==> config.mk <==
export PLATFORM = sky130hd
export DESIGN_NAME = playfair_digraph_encryptor
export DESIGN_NICKNAME = d
export VERILOG_FILES = /design/src/sv/pde_pkg.sv /design/src/sv/pde_ram.sv /design/src/sv/pde_ctrl.sv /design/src/sv/pde_dp.sv /design/src/sv/playfair_digraph_encryptor.sv
export SDC_FILE = /design/constraint.sdc
export NUM_CORES = 1
export LEC_CHECK = 0
export BUFFER_PORTS_ARGS = -buffer_cell sky130_fd_sc_hd__buf_4
export CAP_MARGIN = 20
export CORE_MARGIN = 8
export CORE_UTILIZATION = 45
export CTS_BUF_LIST = sky130_fd_sc_hd__clkbuf_4
export CTS_CLUSTER_SIZE = 30
export DETAILED_ROUTE_END_ITERATION = 6
export PLACE_DENSITY = 0.61
export SLEW_MARGIN = 25
export SYNTH_ARGS = -nofsm -noshare
export SYNTH_HDL_FRONTEND = slang
export SYNTH_HIERARCHICAL = 1
export SYNTH_SLANG_ARGS = --single-unit
==> constraint.sdc <==
create_clock -name clk -period 12.77 [get_ports clk]
set_clock_uncertainty 0.15 [all_clocks]
set_input_delay 1.277 -clock clk [delete_from_list [all_inputs] [get_ports clk]]
set_output_delay 1.277 -clock clk [all_outputs]
set_load 0.01 [all_outputs]
==> src/sv/pde_pkg.sv <==
// ----------------------------------------------------------------------------
// pde_pkg
// Shared types, constants and square arithmetic for the Playfair digraph
// encryptor: beat structs, operation codes, controller states and the
// command and status bundles between controller and datapath.
// ----------------------------------------------------------------------------
package pde_pkg;

	localparam int LETTER_W     = 5;
	localparam int COORD_W      = 3;
	localparam int SQUARE_SIDE  = 5;
	localparam int SQUARE_CELLS = 25;
	localparam int LETTER_COUNT = 26;

	typedef logic [LETTER_W-1:0] letter_t;
	typedef logic [COORD_W-1:0]  coord_t;

	localparam letter_t NUM_CELLS   = letter_t'(SQUARE_CELLS);
	localparam letter_t NUM_LETTERS = letter_t'(LETTER_COUNT);
	localparam letter_t LETTER_Q    = 5'd16;
	localparam letter_t LETTER_X    = 5'd23;
	localparam coord_t  SIDE_LAST   = coord_t'(SQUARE_SIDE - 1);

	// Operation codes of an input beat.
	typedef enum logic [2:0] {
		OP_NEW_KEY     = 3'd0,
		OP_KEY_LETTER  = 3'd1,
		OP_FINISH_KEY  = 3'd2,
		OP_TEXT_LETTER = 3'd3,
		OP_END_TEXT    = 3'd4
	} op_t;

	typedef struct packed {
		logic [2:0] operation;
		letter_t    letter;
	} item_t;

	typedef struct packed {
		letter_t cipher_letter;
		logic    has_letter;
		logic    end_of_message;
	} result_t;

	// Controller states.
	typedef enum logic [2:0] {
		ST_IDLE,
		ST_FILL,
		ST_READ_B,
		ST_CALC,
		ST_READ_OB,
		ST_EMIT_A,
		ST_EMIT_B,
		ST_EMIT_END
	} state_t;

	// Commands from the controller to the datapath.
	typedef struct packed {
		logic accept;
		logic read_a;
		logic read_b;
		logic calc;
		logic read_ob;
		logic fill_step;
		logic load_a;
		logic load_b;
		logic load_e;
	} ctrl_cmd_t;

	// Status from the datapath to the controller.
	typedef struct packed {
		logic pair_start;
		logic end_empty;
		logic finish;
		logic fill_last;
		logic out_free;
	} dp_status_t;

	// A letter that can stand in the square.
	function automatic logic letter_ok(letter_t l);
		return (l < NUM_LETTERS) && (l != LETTER_Q);
	endfunction

	// Row of a cell index, by comparison against the row starts.
	function automatic coord_t cell_row(letter_t idx);
		coord_t r;
		r = '0;
		for (int k = 1; k < SQUARE_SIDE; k++) begin
			if (idx >= letter_t'(k * SQUARE_SIDE))
				r = coord_t'(k);
		end
		return r;
	endfunction

	function automatic letter_t cell_index(coord_t r, coord_t c);
		return letter_t'({2'b00, r} * letter_t'(SQUARE_SIDE)) + letter_t'({2'b00, c});
	endfunction

	function automatic coord_t cell_col(letter_t idx);
		letter_t base;
		base = cell_index(cell_row(idx), '0);
		return coord_t'(idx - base);
	endfunction

	// Step one row or column forward with wrap.
	function automatic coord_t wrap_inc(coord_t v);
		return (v == SIDE_LAST) ? '0 : coord_t'(v + coord_t'(1));
	endfunction

endpackage

==> src/sv/pde_ram.sv <==
// ----------------------------------------------------------------------------
// pde_ram
// Generic single-write, single-read RAM with a registered read port. The
// read data holds its value while no read is enabled.
// ----------------------------------------------------------------------------
module pde_ram import pde_pkg::*; #(
	parameter int WIDTH = LETTER_W,
	parameter int DEPTH = LETTER_COUNT
) (
	input  logic                     clk,
	input  logic                     we,
	input  logic [$clog2(DEPTH)-1:0] waddr,
	input  logic [WIDTH-1:0]         wdata,
	input  logic                     re,
	input  logic [$clog2(DEPTH)-1:0] raddr,
	output logic [WIDTH-1:0]         rdata
);

	logic [WIDTH-1:0] mem_q [DEPTH];

	// Write port.
	always_ff @(posedge clk) begin
		if (we)
			mem_q[waddr] <= wdata;
	end

	// Registered read port.
	always_ff @(posedge clk) begin
		if (re)
			rdata <= mem_q[raddr];
	end

endmodule

==> src/sv/pde_ctrl.sv <==
// ----------------------------------------------------------------------------
// pde_ctrl
// Controller of the Playfair encryptor. Takes one input beat at a time in
// idle, walks the key fill, sequences the table reads of a pair and paces
// the result beats against the output register.
// ----------------------------------------------------------------------------
module pde_ctrl import pde_pkg::*; (
	input  logic       clk,
	input  logic       arst_n,
	input  logic       item_valid,
	output logic       item_stall,
	input  dp_status_t st,
	output ctrl_cmd_t  cmd
);

	state_t state_q;
	state_t state_d;

	// State register.
	always_ff @(posedge clk or negedge arst_n) begin
		if (!arst_n)
			state_q <= ST_IDLE;
		else
			state_q <= state_d;
	end

	// Next state and commands.
	always_comb begin
		state_d    = state_q;
		cmd        = '0;
		item_stall = (state_q != ST_IDLE);
		unique case (state_q)
			ST_IDLE: begin
				cmd.accept = item_valid;
				if (item_valid) begin
					if (st.finish) begin
						state_d = ST_FILL;
					end else if (st.pair_start) begin
						cmd.read_a = 1'b1;
						state_d    = ST_READ_B;
					end else if (st.end_empty) begin
						state_d = ST_EMIT_END;
					end
				end
			end
			ST_FILL: begin
				cmd.fill_step = 1'b1;
				if (st.fill_last)
					state_d = ST_IDLE;
			end
			ST_READ_B: begin
				cmd.read_b = 1'b1;
				state_d    = ST_CALC;
			end
			ST_CALC: begin
				cmd.calc = 1'b1;
				state_d  = ST_READ_OB;
			end
			ST_READ_OB: begin
				cmd.read_ob = 1'b1;
				state_d     = ST_EMIT_A;
			end
			ST_EMIT_A: begin
				if (st.out_free) begin
					cmd.load_a = 1'b1;
					state_d    = ST_EMIT_B;
				end
			end
			ST_EMIT_B: begin
				if (st.out_free) begin
					cmd.load_b = 1'b1;
					state_d    = ST_IDLE;
				end
			end
			ST_EMIT_END: begin
				if (st.out_free) begin
					cmd.load_e = 1'b1;
					state_d    = ST_IDLE;
				end
			end
			default: begin
				state_d = ST_IDLE;
			end
		endcase
	end

	// A result is never loaded over one that is still waiting.
	a_load_free: assert property (@(posedge clk) disable iff (!arst_n)
		(cmd.load_a || cmd.load_b || cmd.load_e) |-> st.out_free)
		else $error("result loaded while output register busy");

	// At most one datapath step is commanded per cycle.
	a_one_step: assert property (@(posedge clk) disable iff (!arst_n)
		$onehot0({cmd.read_a, cmd.read_b, cmd.calc, cmd.read_ob, cmd.fill_step,
			cmd.load_a, cmd.load_b, cmd.load_e}))
		else $error("more than one datapath step commanded");

endmodule

==> src/sv/pde_dp.sv <==
// ----------------------------------------------------------------------------
// pde_dp
// Datapath of the Playfair encryptor: the key square and letter-to-cell
// tables, the used marks and fill position, the held text letter, the pair
// geometry and the output register.
// ----------------------------------------------------------------------------
module pde_dp import pde_pkg::*; (
	input  logic       clk,
	input  logic       arst_n,
	input  item_t      item,
	input  ctrl_cmd_t  cmd,
	output dp_status_t st,
	output result_t    result,
	output logic       result_valid,
	input  logic       result_stall
);

	logic [LETTER_COUNT-1:0] used_q;
	letter_t fill_q;
	letter_t walk_q;
	letter_t held_letter_q;
	logic    held_valid_q;
	letter_t b_q;
	logic    last_q;
	letter_t pa_q;
	letter_t oa_q;
	letter_t ob_idx_q;
	result_t result_q;
	logic    result_valid_q;

	logic    in_ok;
	logic    is_new_key;
	logic    is_key_letter;
	logic    is_text;
	logic    is_end;
	logic    pair_text;
	logic    pair_end;
	letter_t place_l;
	logic    place_req;
	logic    place_en;
	letter_t col_rdata;
	letter_t sq_rdata;
	letter_t col_raddr;
	letter_t sq_raddr;
	letter_t oa_idx;
	letter_t ob_idx;
	coord_t  ra, ca, rb, cb;

	// Decode of the input beat.
	always_comb begin
		in_ok         = letter_ok(item.letter);
		is_new_key    = (item.operation == OP_NEW_KEY);
		is_key_letter = (item.operation == OP_KEY_LETTER);
		is_text       = (item.operation == OP_TEXT_LETTER);
		is_end        = (item.operation == OP_END_TEXT);
		pair_text     = is_text && in_ok && held_valid_q;
		pair_end      = is_end && held_valid_q;
		st.pair_start = pair_text || pair_end;
		st.end_empty  = is_end && !held_valid_q;
		st.finish     = (item.operation == OP_FINISH_KEY);
		st.fill_last  = (walk_q == NUM_LETTERS - letter_t'(1));
		st.out_free   = !result_valid_q || !result_stall;
	end

	// Key placement: a key letter beat or one step of the finishing walk.
	always_comb begin
		place_l   = cmd.fill_step ? walk_q : item.letter;
		place_req = (cmd.accept && is_key_letter && in_ok) ||
			(cmd.fill_step && (walk_q != LETTER_Q));
		place_en  = place_req && (fill_q < NUM_CELLS) && !used_q[place_l];
	end

	// Used marks, fill position and the finishing walk counter.
	always_ff @(posedge clk or negedge arst_n) begin
		if (!arst_n) begin
			used_q <= '0;
			fill_q <= '0;
			walk_q <= '0;
		end else begin
			if (cmd.accept && is_new_key) begin
				used_q <= '0;
				fill_q <= '0;
			end else if (place_en) begin
				used_q[place_l] <= 1'b1;
				fill_q          <= fill_q + letter_t'(1);
			end
			if (cmd.accept && st.finish)
				walk_q <= '0;
			else if (cmd.fill_step)
				walk_q <= walk_q + letter_t'(1);
		end
	end

	// Held text letter; a doubled letter stays held for the next pair.
	always_ff @(posedge clk or negedge arst_n) begin
		if (!arst_n) begin
			held_letter_q <= '0;
			held_valid_q  <= 1'b0;
		end else if (cmd.accept) begin
			if (is_new_key || is_end) begin
				held_valid_q <= 1'b0;
			end else if (is_text && in_ok) begin
				if (!held_valid_q) begin
					held_letter_q <= item.letter;
					held_valid_q  <= 1'b1;
				end else if (held_letter_q != item.letter) begin
					held_valid_q <= 1'b0;
				end
			end
		end
	end

	// Second letter of the pair and whether it ends the message.
	always_ff @(posedge clk) begin
		if (cmd.read_a) begin
			b_q    <= (pair_end || held_letter_q == item.letter) ? LETTER_X : item.letter;
			last_q <= pair_end;
		end
	end

	// Letter-to-cell table.
	assign col_raddr = cmd.read_b ? b_q : held_letter_q;

	pde_ram #(
		.WIDTH(LETTER_W),
		.DEPTH(LETTER_COUNT)
	) u_cell_of_letter (
		.clk  (clk),
		.we   (place_en),
		.waddr(place_l),
		.wdata(fill_q),
		.re   (cmd.read_a || cmd.read_b),
		.raddr(col_raddr),
		.rdata(col_rdata)
	);

	// Pair geometry: same row, same column, or rectangle corners.
	always_comb begin
		ra = cell_row(pa_q);
		ca = cell_col(pa_q);
		rb = cell_row(col_rdata);
		cb = cell_col(col_rdata);
		if ((held_letter_q == b_q) || (ra == rb)) begin
			oa_idx = cell_index(ra, wrap_inc(ca));
			ob_idx = cell_index(rb, wrap_inc(cb));
		end else if (ca == cb) begin
			oa_idx = cell_index(wrap_inc(ra), ca);
			ob_idx = cell_index(wrap_inc(rb), cb);
		end else begin
			oa_idx = cell_index(ra, cb);
			ob_idx = cell_index(rb, ca);
		end
	end

	always_ff @(posedge clk) begin
		if (cmd.read_b)
			pa_q <= col_rdata;
		if (cmd.calc)
			ob_idx_q <= ob_idx;
		if (cmd.read_ob)
			oa_q <= sq_rdata;
	end

	// Key square table.
	assign sq_raddr = cmd.calc ? oa_idx : ob_idx_q;

	pde_ram #(
		.WIDTH(LETTER_W),
		.DEPTH(SQUARE_CELLS)
	) u_square (
		.clk  (clk),
		.we   (place_en),
		.waddr(fill_q),
		.wdata(place_l),
		.re   (cmd.calc || cmd.read_ob),
		.raddr(sq_raddr),
		.rdata(sq_rdata)
	);

	// Output register.
	always_ff @(posedge clk or negedge arst_n) begin
		if (!arst_n)
			result_valid_q <= 1'b0;
		else if (cmd.load_a || cmd.load_b || cmd.load_e)
			result_valid_q <= 1'b1;
		else if (!result_stall)
			result_valid_q <= 1'b0;
	end

	always_ff @(posedge clk) begin
		if (cmd.load_a)
			result_q <= '{cipher_letter: oa_q, has_letter: 1'b1, end_of_message: 1'b0};
		else if (cmd.load_b)
			result_q <= '{cipher_letter: sq_rdata, has_letter: 1'b1, end_of_message: last_q};
		else if (cmd.load_e)
			result_q <= '{cipher_letter: '0, has_letter: 1'b0, end_of_message: 1'b1};
	end

	assign result       = result_q;
	assign result_valid = result_valid_q;

	// The fill position never runs past the last cell.
	a_fill_range: assert property (@(posedge clk) disable iff (!arst_n)
		fill_q <= NUM_CELLS)
		else $error("fill position beyond the square");

	// A held letter is always one that lives in the square.
	a_held_ok: assert property (@(posedge clk) disable iff (!arst_n)
		held_valid_q |-> letter_ok(held_letter_q))
		else $error("held letter outside the square alphabet");

	// An empty end of text produces a letterless end-of-message beat.
	a_end_beat: assert property (@(posedge clk) disable iff (!arst_n)
		cmd.load_e |=> (result_valid_q && !result_q.has_letter && result_q.end_of_message))
		else $error("empty end of text beat malformed");

endmodule

==> src/sv/playfair_digraph_encryptor.sv <==
// ----------------------------------------------------------------------------
// playfair_digraph_encryptor
// Playfair encryption over a 5x5 key square without Q, built from the input
// stream and applied to text letters taken in pairs.
// ----------------------------------------------------------------------------
// The block takes one input beat at a time. New key and key letter beats
// end in idle. Finish key then walks all 26 letters one per cycle, since
// each placement writes both tables. A text letter that only becomes held
// ends in idle; one that completes a pair, and an end of text with a held
// letter, read the letter-to-cell table and then the square twice each in
// turn, as each has a single read port, and emit two beats. An end of text
// with nothing held emits one beat. Emits wait while the output stalls.
// Result beats leave through an output register, so the last result of an
// item may wait there while the next item is taken.
module playfair_digraph_encryptor import pde_pkg::*; (
	input  logic    clk,
	input  logic    arst_n,
	input  item_t   item,
	input  logic    item_valid,
	output logic    item_stall,
	output result_t result,
	output logic    result_valid,
	input  logic    result_stall
);

	ctrl_cmd_t  cmd;
	dp_status_t st;

	// Sequencer.
	pde_ctrl u_ctrl (
		.clk       (clk),
		.arst_n    (arst_n),
		.item_valid(item_valid),
		.item_stall(item_stall),
		.st        (st),
		.cmd       (cmd)
	);

	// Tables, key state and output register.
	pde_dp u_dp (
		.clk         (clk),
		.arst_n      (arst_n),
		.item        (item),
		.cmd         (cmd),
		.st          (st),
		.result      (result),
		.result_valid(result_valid),
		.result_stall(result_stall)
	);

endmodule

# After elaboration in Yosys (flattened, before gate mapping)
# Memory sizes are Yosys's and may differ from the RTL's. A register that Yosys moved wholly into a read port is not among the register bits.
# Index checks and enable logic that the tools add are counted.
dict set report classes {
  addsub 14
  n_mul 4
  n_div 0
  order_cmp 12
  eq_ne 29
  shifts 0
  muxes 60
  bitwise 3
  n_reduce_logical 40
}
# cell count
set op_table {}
lappend op_table {{5-bit two-way mux} 11}
lappend op_table {{26-bit two-way mux} 2}
lappend op_table {{3-bit two-way mux} 13}
lappend op_table {{5-bit by 3-bit adder with 5-bit output} 6}
lappend op_table {{3-bit == test, second input constant} 9}
lappend op_table {{26-bit OR} 1}
lappend op_table {{1-bit two-way mux} 23}
lappend op_table {{7-bit two-way mux} 3}
lappend op_table {{3-bit one-hot mux with 7 select lines} 1}
lappend op_table {{5-bit by 4-bit >= comparator with 1-bit output, second input constant} 4}
lappend op_table {{3-bit by 3-bit multiplier with 5-bit output, second input constant} 4}
lappend op_table {{1-bit logical AND} 13}
lappend op_table {{3-bit by 1-bit adder with 3-bit output, second input constant} 4}
lappend op_table {{3-bit by 2-bit == test with 1-bit output, second input constant} 4}
lappend op_table {{5-bit by 1-bit adder with 5-bit output, second input constant} 2}
lappend op_table {{5-bit == test} 2}
lappend op_table {{5-bit by 3-bit >= comparator with 1-bit output, second input constant} 2}
lappend op_table {{5-bit >= comparator, second input constant} 2}
lappend op_table {{1-bit logical OR} 10}
lappend op_table {{5-bit less-than comparator, second input constant} 2}
lappend op_table {{2-bit two-way mux} 5}
lappend op_table {{5-bit inequality test, second input constant} 2}
lappend op_table {{2-bit nonzero test} 4}
lappend op_table {{3-bit by 1-bit == test with 1-bit output, second input constant} 2}
lappend op_table {{other kinds (19)} 31}
dict set report totals {
  ff_bits 74
  latchBits 0
  ramBits 255
  romBits 0
  elab_cells 179
  n_memories 2
}
# name depth width rd rd_ports_with_merged_regs wr line_no
set memory_table {}
lappend memory_table {u_dp.u_cell_of_letter.mem_q 26 5 1 1 1 pde_ram.sv:19} ;# logic [WIDTH-1:0] mem_q [DEPTH];
lappend memory_table {u_dp.u_square.mem_q 25 5 1 1 1 pde_ram.sv:19}

# Depth between registers and ports, before layout
dict set report depth {
  ltp_word 16
  mapped_depth 24
  mapped_depth_nobuf 23
}

# Cells and area by module
# The synthesis kept the hierarchy.
# module n_inst cells_each area_each_um2 seq_area_each_um2
set by_module_without_submodules {}
lappend by_module_without_submodules {{pde_ram (u_dp.u_cell_of_letter)} 1 314 5416.4 4053.9}
lappend by_module_without_submodules {{pde_ram (u_dp.u_square)} 1 272 5128.7 3903.7}
lappend by_module_without_submodules {pde_dp 1 494 5014.8 1896.8}
lappend by_module_without_submodules {pde_ctrl 1 41 302.8 75.1}

# Worst setup path before layout
# OpenSTA, ideal clock, no wires.
dict set report synth_path {
  path_kind {reg-to-reg}
  from {register u_dp.pa_q[1]}
  to {register u_dp.u_square.rdata[0] (read register of u_dp.u_square.mem_q) (data pin)}
  setup_ns 0.255
  arrival_ns 4.802
  slack_ns 7.563
  stages_incl_launch_ff 20
  path_buffers 1
  synth_period_minus_slack_ns 5.207
  path_cell_list {edfxtp_1 maj3_2 a211o_1 and2_1 ha_1 inv_1 fa_1 nor2_1 a221o_1 nor3_2 ha_1 fa_1 mux2i_1 o21a_1 a21oi_1 buf_6 mux4_2 o32ai_1 a21oi_1 and3_1}
}
dict set report synth_via {
  elab_chain_len 12
  elab_cells_between_ends 26
}
# element line_no
set synth_rtl {}
lappend synth_rtl {{start, declared} pde_dp.sv:25} ;# letter_t pa_q;
lappend synth_rtl {{start signal, assigned} pde_dp.sv:157} ;# pa_q <= col_rdata;
lappend synth_rtl {{5-bit by 3-bit >= comparator with 1-bit output} pde_pkg.sv:88} ;# if (idx >= letter_t'(k * SQUARE_SIDE))
lappend synth_rtl {{1-bit two-way mux} pde_pkg.sv:88}
lappend synth_rtl {{2-bit two-way mux (2 in a row)} pde_pkg.sv:88}
lappend synth_rtl {{3-bit two-way mux} pde_pkg.sv:88}
lappend synth_rtl {{3-bit by 3-bit multiplier with 5-bit output (tied with other cells)} pde_pkg.sv:95} ;# return letter_t'({2'b00, r} * letter_t'(SQUARE_SIDE)) + letter_t'({2'b00, c});
lappend synth_rtl {{3-bit subtractor or 3-bit two-way mux (tied branches)} {pde_pkg.sv:101, pde_pkg.sv:106}}
lappend synth_rtl {{3-bit by 1-bit adder with 3-bit output (tied with other cells)} pde_pkg.sv:106} ;# return (v == SIDE_LAST) ? '0 : coord_t'(v + coord_t'(1));
lappend synth_rtl {{3-bit two-way mux or 5-bit by 3-bit adder with 5-bit output (tied branches)} {pde_pkg.sv:106, pde_pkg.sv:95}}
lappend synth_rtl {{5-bit by 3-bit adder with 5-bit output or 5-bit two-way mux (tied branches)} {pde_pkg.sv:95, pde_dp.sv:146}}
lappend synth_rtl {{5-bit two-way mux *} pde_dp.sv:143} ;# if ((held_letter_q == b_q) || (ra == rb)) begin
lappend synth_rtl {{5-bit two-way mux *} pde_dp.sv:165} ;# assign sq_raddr = cmd.calc ? oa_idx : ob_idx_q;
lappend synth_rtl {{via u_dp.sq_raddr[2]} pde_dp.sv:44} ;# letter_t sq_raddr;
lappend synth_rtl {{end, declared} pde_ram.sv:16} ;# output logic [WIDTH-1:0] rdata
# The timed path passes the listed nets; every way through them passes the cells marked *.
# A chain may end at the register's enable or synchronous reset.

# Final worst setup path
dict set report layout_path {
  from {register u_dp.u_cell_of_letter.rdata[1] (read register of u_dp.u_cell_of_letter.mem_q)}
  to {register u_dp.u_square.rdata[3] (read register of u_dp.u_square.mem_q) (data pin)}
}
dict set report layout_via {
  elab_chain_len 11
  elab_cells_between_ends 17
}
# element line_no
set layout_rtl {}
lappend layout_rtl {{start, declared} pde_ram.sv:16}
lappend layout_rtl {{5-bit by 3-bit >= comparator with 1-bit output} pde_pkg.sv:88}
lappend layout_rtl {{1-bit two-way mux} pde_pkg.sv:88}
lappend layout_rtl {{2-bit two-way mux (2 in a row)} pde_pkg.sv:88}
lappend layout_rtl {{3-bit two-way mux} pde_pkg.sv:88}
lappend layout_rtl {{3-bit by 3-bit multiplier with 5-bit output} pde_pkg.sv:95}
lappend layout_rtl {{3-bit subtractor} pde_pkg.sv:101} ;# return coord_t'(idx - base);
lappend layout_rtl {{5-bit by 3-bit adder with 5-bit output or 3-bit == test (tied branches)} {pde_pkg.sv:95, pde_dp.sv:146}}
lappend layout_rtl {{5-bit two-way mux} pde_dp.sv:146} ;# end else if (ca == cb) begin
lappend layout_rtl {{5-bit two-way mux *} pde_dp.sv:143}
lappend layout_rtl {{5-bit two-way mux *} pde_dp.sv:165}
lappend layout_rtl {{via u_dp.sq_raddr[0]} pde_dp.sv:44}
# Marks and branches as above.

==> results.md <==
- Filler instances: between 2k and 3k
- DP HPWL: approximately 22 mm
- Initial Utilization: between 40% and 50%
- CTS root buf: clkbuf_4
- Mapped Area: ~16000 sq um
- First-iteration detailed-routing DRC count: 667
- Die ar.: between 40000 and 50000 sq um
- Final setup TNS: 0 ns
- Final Cell Area: around 18000 sq um
- Clock slew seen by the registers of the worst setup and hold paths: approximately 0.070 ns
- Cell area power density: 233.7 nW/um^2
- Core area: roughly 35000 sq um
- Most common flop cell mapped by yosys: edfxtp_1
- Area leader, netlist: edfxtp_1
- Peak Freq: approximately 160 MHz
- Yosys top cell area share: a little under three fifths
- Syn Area/Cell: around 14 sq um
- GR Overflow Total: 0
- Outcome: complete, no violations
- Sequential element share of the synthesized area: 62.60%
- Largest net degree at the start of global routing: between 40 and 50
- Crit Path Category: flip-flop to flip-flop
- Crit-path cells: nand2b_1, nor2_1, a211o_1, and2_1, ha_1, inv_1, fa_1, or3b_2, o311ai_0, nor3b_2, xor2_1, nor2_1, mux2i_1, o21ai_0, mux2_2, buf_4, mux4_2, o22ai_1, o21ai_1
- Final Cycle Share: between 40% and 50%
- Postcts setup bufs: 0
- Area grow syn2layout: 10.55%
- Cell family with most CP delay: simple AND/OR/NAND/NOR gates
- Via Count: ~9.5k
- Share of cells above drive strength 1: roughly a fifth
- Post-DR wirelength/cell: between 15 and 20 microns
- Worst skew pair latency: roughly 0.73 ns
- CP most frequent cell: nor2_1
- Syn_nets: around 1.2k
- Worst-Margin Slew: approximately 1 ns
- RSZ-0062 raised after global routing: false
- Worst path max stage delay: 0.71 ns
- Routability congestion estimate: between 0.7 and 0.8
- Global router's overall resource usage: between 10% and 20%
- CP max stage cell: nor2_1
- CTS sink count: 339
- Element type at the critical path end: flip-flop
- Die W: around 200 microns
- Worst R2R Setup Slack: 6.57 ns
- Quantity of I/O buffers inserted on ports: 20
- Leakage: 6.328 nW
- Row count: 68
- Post-place instance area: roughly 16000 sq um
- Nets: 1256
- Crit Path Max Fanout: 36
- Warnings, synthesis: 6
- DR DRC count: 0
- First-pass GRT wire length: approximately 54 mm
- Most frequent cells after synthesis: edfxtp_1, nor2_1, nand2_1
- EDFF count, synth: around 290
- Synthesized flop and latch total: ~340
- Largest family of logic cells by synthesized area: multiplexers
- Bufs and invs on worst path: 2
- CTS max path bufs: 3
- Hold WC Path Type: flip-flop to flip-flop
- Compound-cell area share of the yosys netlist: between 6 and 7%
- Rel. slew slack: 33.59%
- Critical Path RT: about 13 ns
- Final ANT Viol Nets: 0
- Endpoints failing setup: 0
- IO Pins: 21
- Vias/cell: around 5.6
- Chip height: between 200 and 250 microns
- Critical Path AT: roughly 6.5 ns
- TritonCTS clock tree: yes
- Asr flop ratio synth: 13.57%
- Post-Syn Instances: 1121
- Drt first pass iters: 5
- Simple-gate portion of the synthesized area: a little over a tenth
- Hold Vio Cnt, Final: 0
- Count leader, synth: edfxtp_1
- Fin crit period: 6.197 ns
- Peak VDD IR: about 0.00013 V
- CP Launch Type: flip-flop
- Hold buffer count at CTS: 0
- Vias in the first global route: 9717
- Max cap viols: 0
- Ranking of synthesized cells by area: edfxtp_1, dfrtp_1, mux4_2
- H-tree depth: 3
- Post-synthesis mux area share: a little under an eighth
- Synth Area in Adders: 4.078%
- Antenna violations before repair: 1
- Post-CTS Resized: 0
- Post-Synth XOR/XNOR Area: under 10%
- Slew Viols, Final: 0
- Synth unique cells: 75
- CTS buffer count: 88
- Post-Route WL: 34.18 mm
==> flip-flops by register name, indices dropped and copies added (netlist names) <==
name	flops
u_dp/u_square/mem_q	125
u_dp/pa_q	5
u_ctrl/state_q	3
u_dp/result	7
u_dp/held_valid_q	1
u_dp/u_square/rdata	5
u_dp/fill_q	5
u_dp/last_q	1
u_dp/b_q	5
u_dp/held_letter_q	5
u_dp/walk_q	5
u_dp/ob_idx_q	5
u_dp/u_cell_of_letter/rdata	5
u_dp/result_valid	1
u_dp/oa_q	5
u_dp/u_cell_of_letter/mem_q	130
u_dp/used_q	26
==> layer usage <==
layer | GRT usage, % | vias to the layer above | part of all wire [%] | routed length [microns]
li1 | - | 4475 | - | -
met1 | 23.42 | 4720 | 47 | 16020
met2 | 24.71 | 269 | 45 | 15240
met3 | 3.808 | 75 | 5.2 | 1770
met4 | 7.433 | 0 | 3.4 | 1145
met5 | 0 | - | 0 | 0
==> where the power goes <==
part           internal [mW]  total, mW  switching (mW)
clock network          0.485      0.902           0.417
registers               1.51       1.60          0.0912
logic                  0.598       1.59           0.994
total                   2.59       4.10            1.50
==> placed cells by master (no fill, tap or decap), types with 6 or more instances in the layout <==
| master | count |
|---|---|
| nor3_1 | 12 |
| o21ai_0 | 33 |
| a22oi_1 | 10 |
| nor2_1 | 104 |
| nand3_1 | 28 |
| ha_1 | 38 |
| fa_1 | 8 |
| o211ai_1 | 10 |
| a22o_1 | 14 |
| mux4_2 | 30 |
| nand2_1 | 78 |
| mux4_1 | 10 |
| a21o_1 | 6 |
| clkinv_1 | 14 |
| buf_4 | 37 |
| a21oi_1 | 47 |
| edfxtp_1 | 291 |
| nor3b_1 | 6 |
| inv_1 | 29 |
| nand2b_1 | 11 |
| clkbuf_4 | 131 |
| xor2_1 | 17 |
| xnor2_1 | 17 |
| nand4_1 | 11 |
| mux2_2 | 24 |
| and2_1 | 10 |
| dfrtp_1 | 46 |
| or3_1 | 8 |
| nor2b_1 | 12 |
| nand3b_1 | 14 |
| mux2i_1 | 64 |
==> final cells by class <==
class | count | area, sq um | share of cell area, %
timing repair buffer | 37 | 277.8 | 1.584
antenna | 2 | 5.005 | 0.02854
sequential | 339 | 9930 | 56.62
tap | 455 | 569.3 | 3.247
clock buffer | 131 | 983.4 | 5.608
inverter | 34 | 127.6 | 0.7278
multi-input combinational | 698 | 5539 | 31.59
clock inverter | 18 | 103.9 | 0.5922
==> worst paths after layout <==
| check | end | cells past startpoint | from |
|---|---|---|---|
| min reg2reg | u_dp/result[1]$_SDFFE_PP1P_ | 2 | u_dp/result[1]$_SDFFE_PP1P_ |
| max | u_dp/u_square/rdata[3]$_DFFE_PP_ | 19 | u_dp/u_cell_of_letter/rdata[1]$_DFFE_PP_ |
| min | u_dp/result[1]$_SDFFE_PP1P_ | 2 | u_dp/result[1]$_SDFFE_PP1P_ |
| min in group asynchronous | u_dp/held_valid_q$_DFFE_PN0P_ | 1 | arst_n |
| max in group asynchronous | u_ctrl/state_q[1]$_DFFE_PN0P_ | 1 | arst_n |
| max reg2reg | u_dp/u_square/rdata[3]$_DFFE_PP_ | 19 | u_dp/u_cell_of_letter/rdata[1]$_DFFE_PP_ |
==> per-stage QoR <==
step / utilization (%) / std cells / hold WS (ns) / worst slack [ns] / power [mW]
after CTS: 50.63 / 1712 / 0.3244 / 6.597 / 4.136
after floorplan: - / 1121 / 0.2706 / 7.563 / 2.763
after global placement: 47.49 / 1563 / 0.3094 / 6.799 / 3.203
final: 50.64 / 1714 / 0.3167 / 6.573 / 4.097
after global routing: 50.64 / 1714 / 0.3596 / 5.968 / 4.371
after detailed placement: 47.49 / 1563 / 0.3152 / 6.613 / 3.215
==> logic make-up after synthesis <==
logic type | after synthesis
buf+inv | 84
flops | 339
fa+ha+maj | 47
simple gates | 328
mux | 129
xor+xnor | 34
compound gates | 160
==> worst reg2reg max path: stages, from the launching register on <==
cell and delay, ns:
edfxtp_1 0.50, nand2b_1 0.22, nor2_1 0.11, a211o_1 0.25, and2_1 0.27, ha_1 0.18, inv_1 0.05, fa_1 0.42
or3b_2 0.45, o311ai_0 0.14, nor3b_2 0.17, xor2_1 0.21, nor2_1 0.71, mux2i_1 0.16, o21ai_0 0.18, mux2_2 0.17
buf_4 0.53, mux4_2 0.61, o22ai_1 0.31, o21ai_1 0.14
No activity file was read; power rests on OpenSTA's default activity.
